File: config.mk
export PLATFORM = sky130hd
export DESIGN_NAME = arx_block_decrypt_cbc_top
export DESIGN_NICKNAME = d
export VERILOG_FILES = /design/src/design/arxbd_pkg.sv /design/src/design/arxbd_round.sv /design/src/design/arx_block_decrypt_cbc_top.sv
export SDC_FILE = /design/constraint.sdc
export NUM_CORES = 1
export LEC_CHECK = 0
export ABC_AREA = 0
export BUFFER_PORTS_ARGS = -buffer_cell sky130_fd_sc_hd__buf_2
export CORE_ASPECT_RATIO = 1.25
export CORE_MARGIN = 2
export CORE_UTILIZATION = 55
export DETAILED_ROUTE_END_ITERATION = 8
export PLACE_DENSITY = 0.77
export SLEW_MARGIN = 40
export SYNTH_ARGS = -nofsm -noshare
export SYNTH_HDL_FRONTEND = slang
export SYNTH_SLANG_ARGS = --single-unit
File: constraint.sdc
create_clock -name i_clk -period 16.7 [get_ports i_clk]
set_input_delay 0 -clock i_clk [delete_from_list [all_inputs] [get_ports i_clk]]
set_output_delay 0 -clock i_clk [all_outputs]
set_load 0.01 [all_outputs]
File: src/design/arxbd_pkg.sv
// Shared types, constants and microcode for the ARX block decrypt core.
// No dependencies; imported by arxbd_round and arx_block_decrypt_cbc_top.
package arxbd_pkg;

    localparam int unsigned WORD_W = 32;

    typedef logic [WORD_W-1:0] t_word;

    // Alzette round constants, indexed by step mod 5
    localparam t_word RCON [0:4] = '{
        32'hB7E1_5162, 32'hBF71_5880, 32'h38B4_DA56, 32'h324E_7738, 32'hBB11_85EB
    };

    // configuration register indexes
    localparam logic [7:0] REG_KEY0 = 8'd0;
    localparam logic [7:0] REG_KEY1 = 8'd1;
    localparam logic [7:0] REG_KEY2 = 8'd2;
    localparam logic [7:0] REG_KEY3 = 8'd3;

    typedef logic [1:0] t_pc;

    localparam t_pc PC_LOAD   = 2'd0;
    localparam t_pc PC_ROUND  = 2'd1;
    localparam t_pc PC_FINISH = 2'd2;
    localparam t_pc PC_SPARE  = 2'd3;

    typedef enum logic [2:0] {
        COND_NEVER,
        COND_ALWAYS,
        COND_IN_EMPTY,
        COND_STEP_MORE,
        COND_OUT_BUSY
    } t_cond;

    // wait_c true: hold the step, no action. Else act, then jump if jump_c.
    typedef struct packed {
        t_cond wait_c;
        t_cond jump_c;
        t_pc   target;
        logic  do_load;
        logic  do_round;
        logic  do_finish;
    } t_ctrl;

    localparam t_ctrl UCODE [0:3] = '{
        '{wait_c: COND_IN_EMPTY, jump_c: COND_NEVER,     target: PC_LOAD,
          do_load: 1'b1, do_round: 1'b0, do_finish: 1'b0},
        '{wait_c: COND_NEVER,    jump_c: COND_STEP_MORE, target: PC_ROUND,
          do_load: 1'b0, do_round: 1'b1, do_finish: 1'b0},
        '{wait_c: COND_OUT_BUSY, jump_c: COND_ALWAYS,    target: PC_LOAD,
          do_load: 1'b0, do_round: 1'b0, do_finish: 1'b1},
        '{wait_c: COND_NEVER,    jump_c: COND_ALWAYS,    target: PC_LOAD,
          do_load: 1'b0, do_round: 1'b0, do_finish: 1'b0}
    };

    function automatic t_word rotr32(input t_word v, input int unsigned n);
        return (v >> n) | (v << (WORD_W - n));
    endfunction

endpackage

File: src/design/arxbd_round.sv
// One decryption round: inverse Alzette box, then key and step whitening.
// Depends on arxbd_pkg.
module arxbd_round (
    input  arxbd_pkg::t_word i_x,
    input  arxbd_pkg::t_word i_y,
    input  arxbd_pkg::t_word i_rcon,
    input  arxbd_pkg::t_word i_key_x,
    input  arxbd_pkg::t_word i_key_y,
    input  arxbd_pkg::t_word i_step,
    output arxbd_pkg::t_word o_x,
    output arxbd_pkg::t_word o_y
);
    import arxbd_pkg::*;

    always_comb begin
        t_word x;
        t_word y;
        x = i_x;
        y = i_y;
        x = x ^ i_rcon; y = y ^ rotr32(x, 16); x = x - rotr32(y, 24);
        x = x ^ i_rcon; y = y ^ rotr32(x, 31); x = x - y;
        x = x ^ i_rcon; y = y ^ rotr32(x, 17); x = x - rotr32(y, 17);
        x = x ^ i_rcon; y = y ^ rotr32(x, 24); x = x - rotr32(y, 31);
        o_x = x ^ i_key_x ^ i_step;
        o_y = y ^ i_key_y;
    end

endmodule

File: src/design/arx_block_decrypt_cbc_top.sv
// ARX block decrypt core in CBC mode, microcoded round sequencer.
// Depends on arxbd_pkg and arxbd_round.
//
// Usage:
//   s_axis: one ciphertext block per word, tuser flags a new chain.
//   m_axis: one plaintext block per word.
//   cfg:    key writes by index, always ready; write only while idle.
// A small microcode program steps load, ROUNDS round steps through one
// shared round unit (one per cycle), then the CBC finish into the output
// register. The next input is taken only once the previous block has
// passed its finish step, as the round unit serves one block at a time.
// While a result waits in the output register the core still loads and
// runs the next block; the finish step holds until the output is taken,
// and s_axis_tready stays low meanwhile.
// Reset clears keys, chaining value, sequencer and output valid; no
// clearing pass is needed.
module arx_block_decrypt_cbc_top #(
    parameter int unsigned ROUNDS = 10
) (
    input  logic                i_clk,
    input  logic                i_rst_n,
    input  logic                s_axis_tvalid,
    output logic                s_axis_tready,
    input  logic [63:0]         s_axis_tdata,   // [31:0] cipher_x, [63:32] cipher_y
    input  logic                s_axis_tuser,   // [0] first_block
    output logic                m_axis_tvalid,
    input  logic                m_axis_tready,
    output logic [63:0]         m_axis_tdata,   // [31:0] plain_x, [63:32] plain_y
    input  logic                i_cfg_valid,
    output logic                o_cfg_ready,
    input  logic [7:0]          i_cfg_index,
    input  arxbd_pkg::t_word    i_cfg_data
);
    import arxbd_pkg::*;

    localparam int unsigned STEP_W  = (ROUNDS > 1) ? $clog2(ROUNDS) : 1;
    localparam logic [STEP_W-1:0] STEP_INIT = STEP_W'(ROUNDS - 1);
    localparam logic [2:0] M5_INIT = 3'((ROUNDS - 1) % 5);

    t_word r_key0, r_key1, r_key2;
    t_word r_chain_x, r_chain_y;
    t_word r_x, n_x, r_y, n_y;
    t_word r_cx, r_cy;
    logic  r_first;
    logic [STEP_W-1:0] r_step;
    logic [2:0] r_m5;
    t_pc   r_pc, n_pc;
    logic  r_ovalid;
    t_word r_px, r_py;

    t_ctrl ctrl;
    logic  wait_hit, jump_hit;
    t_word rnd_x, rnd_y, key_x, key_y;

    assign ctrl = UCODE[r_pc];

    function automatic logic cond_eval(input t_cond c, input logic in_empty,
                                       input logic step_more, input logic out_busy);
        logic res;
        unique case (c)
            COND_NEVER:     res = 1'b0;
            COND_ALWAYS:    res = 1'b1;
            COND_IN_EMPTY:  res = in_empty;
            COND_STEP_MORE: res = step_more;
            COND_OUT_BUSY:  res = out_busy;
            default:        res = 1'b0;
        endcase
        return res;
    endfunction

    always_comb begin
        wait_hit = cond_eval(ctrl.wait_c, !s_axis_tvalid, r_step != '0,
                             r_ovalid && !m_axis_tready);
        jump_hit = cond_eval(ctrl.jump_c, !s_axis_tvalid, r_step != '0,
                             r_ovalid && !m_axis_tready);
        priority if (wait_hit) begin
            n_pc = r_pc;
        end else if (jump_hit) begin
            n_pc = ctrl.target;
        end else begin
            n_pc = r_pc + 2'd1;
        end
    end

    assign s_axis_tready = ctrl.do_load;
    assign o_cfg_ready   = 1'b1;

    assign key_x = r_step[0] ? r_key1 : r_key0;
    assign key_y = r_step[0] ? r_key2 : r_key1;

    arxbd_round u_round (
        .i_x     (r_x),
        .i_y     (r_y),
        .i_rcon  (RCON[r_m5]),
        .i_key_x (key_x),
        .i_key_y (key_y),
        .i_step  ({{(WORD_W - STEP_W){1'b0}}, r_step}),
        .o_x     (rnd_x),
        .o_y     (rnd_y)
    );

    always_comb begin
        n_x = r_x;
        n_y = r_y;
        if (ctrl.do_load) begin
            n_x = s_axis_tdata[31:0] ^ r_key0;
            n_y = s_axis_tdata[63:32] ^ r_key1;
        end else if (ctrl.do_round) begin
            n_x = rnd_x;
            n_y = rnd_y;
        end
    end

    // control and key state
    always_ff @(posedge i_clk) begin
        if (!i_rst_n) begin
            r_pc      <= PC_LOAD;
            r_ovalid  <= 1'b0;
            r_key0    <= '0;
            r_key1    <= '0;
            r_key2    <= '0;
            r_chain_x <= '0;
            r_chain_y <= '0;
        end else begin
            r_pc <= n_pc;
            if (i_cfg_valid) begin
                unique case (i_cfg_index)
                    REG_KEY0: r_key0 <= i_cfg_data;
                    REG_KEY1: r_key1 <= i_cfg_data;
                    REG_KEY2: r_key2 <= i_cfg_data;
                    REG_KEY3: ;  // not used by the key schedule
                    default:  ;
                endcase
            end
            if (ctrl.do_finish && !wait_hit) begin
                r_ovalid  <= 1'b1;
                r_chain_x <= r_cx;
                r_chain_y <= r_cy;
            end else if (m_axis_tready) begin
                r_ovalid <= 1'b0;
            end
        end
    end

    // datapath
    always_ff @(posedge i_clk) begin
        r_x <= n_x;
        r_y <= n_y;
        if (ctrl.do_load && !wait_hit) begin
            r_cx    <= s_axis_tdata[31:0];
            r_cy    <= s_axis_tdata[63:32];
            r_first <= s_axis_tuser;
            r_step  <= STEP_INIT;
            r_m5    <= M5_INIT;
        end else if (ctrl.do_round) begin
            r_step <= r_step - 1'b1;
            r_m5   <= (r_m5 == 3'd0) ? 3'd4 : r_m5 - 3'd1;
        end
        if (ctrl.do_finish && !wait_hit) begin
            r_px <= r_x ^ (r_first ? '0 : r_chain_x);
            r_py <= r_y ^ (r_first ? '0 : r_chain_y);
        end
    end

    assign m_axis_tvalid = r_ovalid;
    assign m_axis_tdata  = {r_py, r_px};

    a_load_to_round: assert property (@(posedge i_clk) disable iff (!i_rst_n)
        s_axis_tvalid && s_axis_tready |=> r_pc == PC_ROUND)
        else $error("accepted block did not start its rounds");

    a_last_round: assert property (@(posedge i_clk) disable iff (!i_rst_n)
        r_pc == PC_ROUND && r_step == '0 |=> r_pc == PC_FINISH)
        else $error("round count did not end in the finish step");

    a_valid_source: assert property (@(posedge i_clk) disable iff (!i_rst_n)
        $rose(m_axis_tvalid) |-> $past(r_pc) == PC_FINISH)
        else $error("output raised outside the finish step");

    a_no_spare: assert property (@(posedge i_clk) disable iff (!i_rst_n)
        r_pc != PC_SPARE)
        else $error("sequencer reached the spare step");

endmodule

==> reports/qor.txt <==
GRT
------------------------------------------------------------------------------------
Total GRT Usage                                                                41.7%
Maximum number of pins on one net before global-route repair                     105
Global route total overflow                                                        0
Wire length of the first global-routing pass                              142,000 um
Initial antenna violation count                                                    2
Vias in the first global route                                                21,414

MIN PATH
------------------------------------------------------------------------------------
Hold worst-path end                                                     r_pc[1]$_SDFFE_PN0N_
Worst hold path startpoint                                              s_axis_tvalid
Min-delay worst type                                                          in2reg
Hold Path Cell Cnt                                                                 6

TIMING
------------------------------------------------------------------------------------
Slew Limit Headroom                                                            38.6%
Transition time at the pin with the least slew margin                       0.914 ns
Fin Clk Skew                                                               0.0207 ns
Ratio of final minimum period to clock period                                  95.5%
Final period demand of the worst path                                       15.96 ns
Fmax                                                                        62.7 MHz
Total Negative Setup Slacks                                                     0 ns
Final number of setup-violating endpoints                                          0
Setup repair after global routing missed its margin                               no
WHS                                                                        0.0624 ns
Number of pins with negative max-slew slack in the final report                    0
Final count of hold timing violations                                              0

CRITICAL PATH
------------------------------------------------------------------------------------
Delay contributed by the slowest stage of the critical path                  0.76 ns
Minimum setup slack among reg-to-reg paths                                   0.74 ns
CP required                                                                 16.99 ns
Worst setup EP type                                                             flop
Highest fanout seen on the critical path                                          13
Worst R2R Start                                                         r_m5[0]$_SDFFE_PP0P_
Capturing point of the worst reg2reg path                               r_x[28]$_DFFE_PP_
Worst Reg-to-Reg Cells                                                            55
Startpoint type of the worst setup path                                         flop
Data arrival time at the worst-slack endpoint                               16.24 ns
Most frequent cell on the critical path                                 sky130_fd_sc_hd__a21oi_1
Worst-path cell with the longest stage delay                            sky130_fd_sc_hd__xor2_1
Critical Setup Path Class                                                    reg2reg

FLOORPLAN
------------------------------------------------------------------------------------
Die boundary width                                                            193 um
I/O pins                                                                         177
Effective utilization at floorplan                                             55.8%
Core area                                                               44,100 sq um
Num rows                                                                          86
Die Footprint                                                           46,500 sq um
Vert. Die Dim                                                                 241 um

CELLS AND AREA
------------------------------------------------------------------------------------
Ratio of cells with drive above 1 in the final layout                          11.6%
Count of antenna diodes in the layout                                              0
Final core area utilization                                                    64.3%
Final-stage net count                                                          3,104
Final design instance area without fill                                 28,400 sq um
Layout overhead on the synthesized area                                        15.3%

PLACEMENT
------------------------------------------------------------------------------------
Global placement routability congestion                                         1.09
HPWL after detailed placement                                              75,400 um
Number of port buffers                                                           175
Placement Cell Area                                                     26,100 sq um

CTS
------------------------------------------------------------------------------------
Clock slew at reported path FFs                                              0.07 ns
Clk Latency, worst-skew pair                                                 0.57 ns
CTS tree                                                                       built
Number of cells upsized or downsized after cts                                     0
Maximum clock insertion buffer count                                               3
# H-tree levels                                                                    2
Library cell used as clock root buffer                                  sky130_fd_sc_hd__clkbuf_16
Sinks on Clock Net                                                               363
Number of buffers inserted during clock tree synthesis                            37

YOSYS
------------------------------------------------------------------------------------
Post-synth top area cell                                                sky130_fd_sc_hd__edfxtp_1
Total of warnings raised by yosys                                                  0
Most common flop cell mapped by yosys                                   sky130_fd_sc_hd__edfxtp_1
Post-synthesis sequential element count                                          363
Share of the synthesized area in the top cell type                             23.5%
Count of different cell masters after synthesis                                   95
Sequential area share after synthesis                                          37.4%
Mapped Avg Cell Area                                                      9.40 sq um
Biggest area contributors in the synthesized netlist                    sky130_fd_sc_hd__edfxtp_1 (24%), sky130_fd_sc_hd__dfxtp_1 (14%), sky130_fd_sc_hd__xnor2_1 (13%)
Number of instances in the synthesized netlist                                 2,618
Number of enable-type register cells in the synthesized netlist                  193
List of most frequent post-synthesis cells                              sky130_fd_sc_hd__nand2_1 (423), sky130_fd_sc_hd__xnor2_1 (376), sky130_fd_sc_hd__edfxtp_1 (193), sky130_fd_sc_hd__dfxtp_1 (170), sky130_fd_sc_hd__a21boi_0 (161)
Synthesized Nets                                                               2,866
Combined area of all synthesized cells                                  24,600 sq um
Most instantiated library cell after synthesis                          sky130_fd_sc_hd__nand2_1
Share of flip-flops with an asynchronous set or reset after synthesis             0%

DETAILED ROUTING
------------------------------------------------------------------------------------
Iteration-0 DRC Markers                                                        2,476
WL final                                                                   98,900 um
Routed via count divided by cell count                                          6.28
Post-route DRC violation count                                                     0
Number of routed nets with antenna violations                                      0
DR pass1 iterations                                                                6
Total number of vias                                                          21,696
Wire length per cell after detailed routing                                  28.6 um

FLOW RUN
------------------------------------------------------------------------------------
Number of violations of the max-capacitance limit                                  0

RUN STATUS
------------------------------------------------------------------------------------
Result of the run                                                       finished, final reports clean

sequential cells by signal, indices dropped and copies added (netlist names):
name,count
m_axis_tvalid,1
r_chain_x,32
r_chain_y,32
r_cx,32
r_cy,32
r_first,1
r_key0,32
r_key1,32
r_key2,32
r_m5,3
r_pc,2
r_px,32
r_py,32
r_step,4
r_x,32
r_y,32
metrics by stage:
stage / setup slack, ns / instances
floorplan: 4.18 / 2618
global placement: 1.08 / 3285
detailed placement: 1.23 / 3285
CTS: 1.14 / 3457
global route: 0.0616 / 3457
finish: 0.745 / 3457
what timing repair did:
item | CTS | global route
setup buffers | 0 | 0
hold endpoints to repair | 236 | 0
hold buffers | 104 | 0
final cells by class:
cell class | instances | area (sq um)
well taps | 572 | 716
fillers | 3572 | 15700
multi-input cells | 2054 | 14700
repair buffers | 306 | 2130
flip-flops and latches | 363 | 9200
clock buffers | 48 | 1040
clock inverters | 20 | 193
inverters | 94 | 360
per-layer routing:
metal / vias to the layer above / global-route usage, % / routed length (um)
met2: 1286 / 69.4 / 46500
met4: 2 / 25.7 / 6990
met5: - / 0 / 13
li1: 9601 / - / -
met3: 279 / 7.08 / 8760
met1: 10528 / 50.7 / 36600
cells by family after synthesis:
family	Yosys count	share of synthesized area [%]
AND/OR/NAND/NOR	712	13.2
multiplexers	27	1.10
XOR/XNOR	528	19.7
flip-flops	363	37.4
buffers and inverters	201	3.12
other	1	0.0152
AO/OA/AOI/OAI	648	18.4
adder cells (fa/ha/maj)	138	7.14
placed cells by master, fill, tap and decap left out, types with 8 or more instances in the layout:
master                          instances
sky130_fd_sc_hd__dfxtp_1              169
sky130_fd_sc_hd__o211ai_1               9
sky130_fd_sc_hd__dlygate4sd3_1        104
sky130_fd_sc_hd__o22ai_1               37
sky130_fd_sc_hd__a21o_1                43
sky130_fd_sc_hd__nand2b_1              81
sky130_fd_sc_hd__xor2_1               133
sky130_fd_sc_hd__o21bai_1              14
sky130_fd_sc_hd__xnor2_1              372
sky130_fd_sc_hd__clkbuf_16             38
sky130_fd_sc_hd__nand4_1                8
sky130_fd_sc_hd__mux2i_1               27
sky130_fd_sc_hd__ha_1                 133
sky130_fd_sc_hd__o21ai_0               99
sky130_fd_sc_hd__a21boi_0             161
sky130_fd_sc_hd__and3_1                11
sky130_fd_sc_hd__xnor3_1               10
sky130_fd_sc_hd__o21a_1                22
sky130_fd_sc_hd__a221oi_1              18
sky130_fd_sc_hd__nor3_1                25
sky130_fd_sc_hd__nor2b_1               26
sky130_fd_sc_hd__nand3_1               13
sky130_fd_sc_hd__nor2_1                67
sky130_fd_sc_hd__nand2_1              420
sky130_fd_sc_hd__a21oi_1              119
sky130_fd_sc_hd__o221a_2               15
sky130_fd_sc_hd__or3_1                 11
sky130_fd_sc_hd__a211oi_1               9
sky130_fd_sc_hd__o31ai_1               10
sky130_fd_sc_hd__a2bb2oi_1             17
sky130_fd_sc_hd__buf_2                174
sky130_fd_sc_hd__a31oi_1               11
sky130_fd_sc_hd__inv_1                 92
sky130_fd_sc_hd__buf_4                 26
sky130_fd_sc_hd__edfxtp_1             193
how the worst max path moves through the flow:
stage | from | to | slack, ns | cells after the start
floorplan | r_m5[2]$_SDFFE_PP1P_ | r_x[28]$_DFFE_PP_ | 4.18 | 61
global route | r_m5[0]$_SDFFE_PP0P_ | r_x[31]$_DFFE_PP_ | 0.06 | 54
global placement | r_m5[0]$_SDFFE_PP0P_ | r_x[28]$_DFFE_PP_ | 1.08 | 55
CTS | r_m5[0]$_SDFFE_PP0P_ | r_x[28]$_DFFE_PP_ | 1.14 | 55
detailed placement | r_m5[0]$_SDFFE_PP0P_ | r_x[28]$_DFFE_PP_ | 1.23 | 55
finish | r_m5[0]$_SDFFE_PP0P_ | r_x[28]$_DFFE_PP_ | 0.74 | 55
critical path: cells and delay by family (launching register included):
kind | cells | cell delay (ns)
buf+inv | 4 | 0.41
simple gates | 6 | 1.54
fa+ha+maj | 6 | 2.25
xor+xnor | 8 | 3.28
compound gates | 31 | 7.72
flops | 1 | 0.45
Power is left out: the tool's default activity adds up to more than one toggle a clock period on the data nets, which glitch-free logic cannot reach.
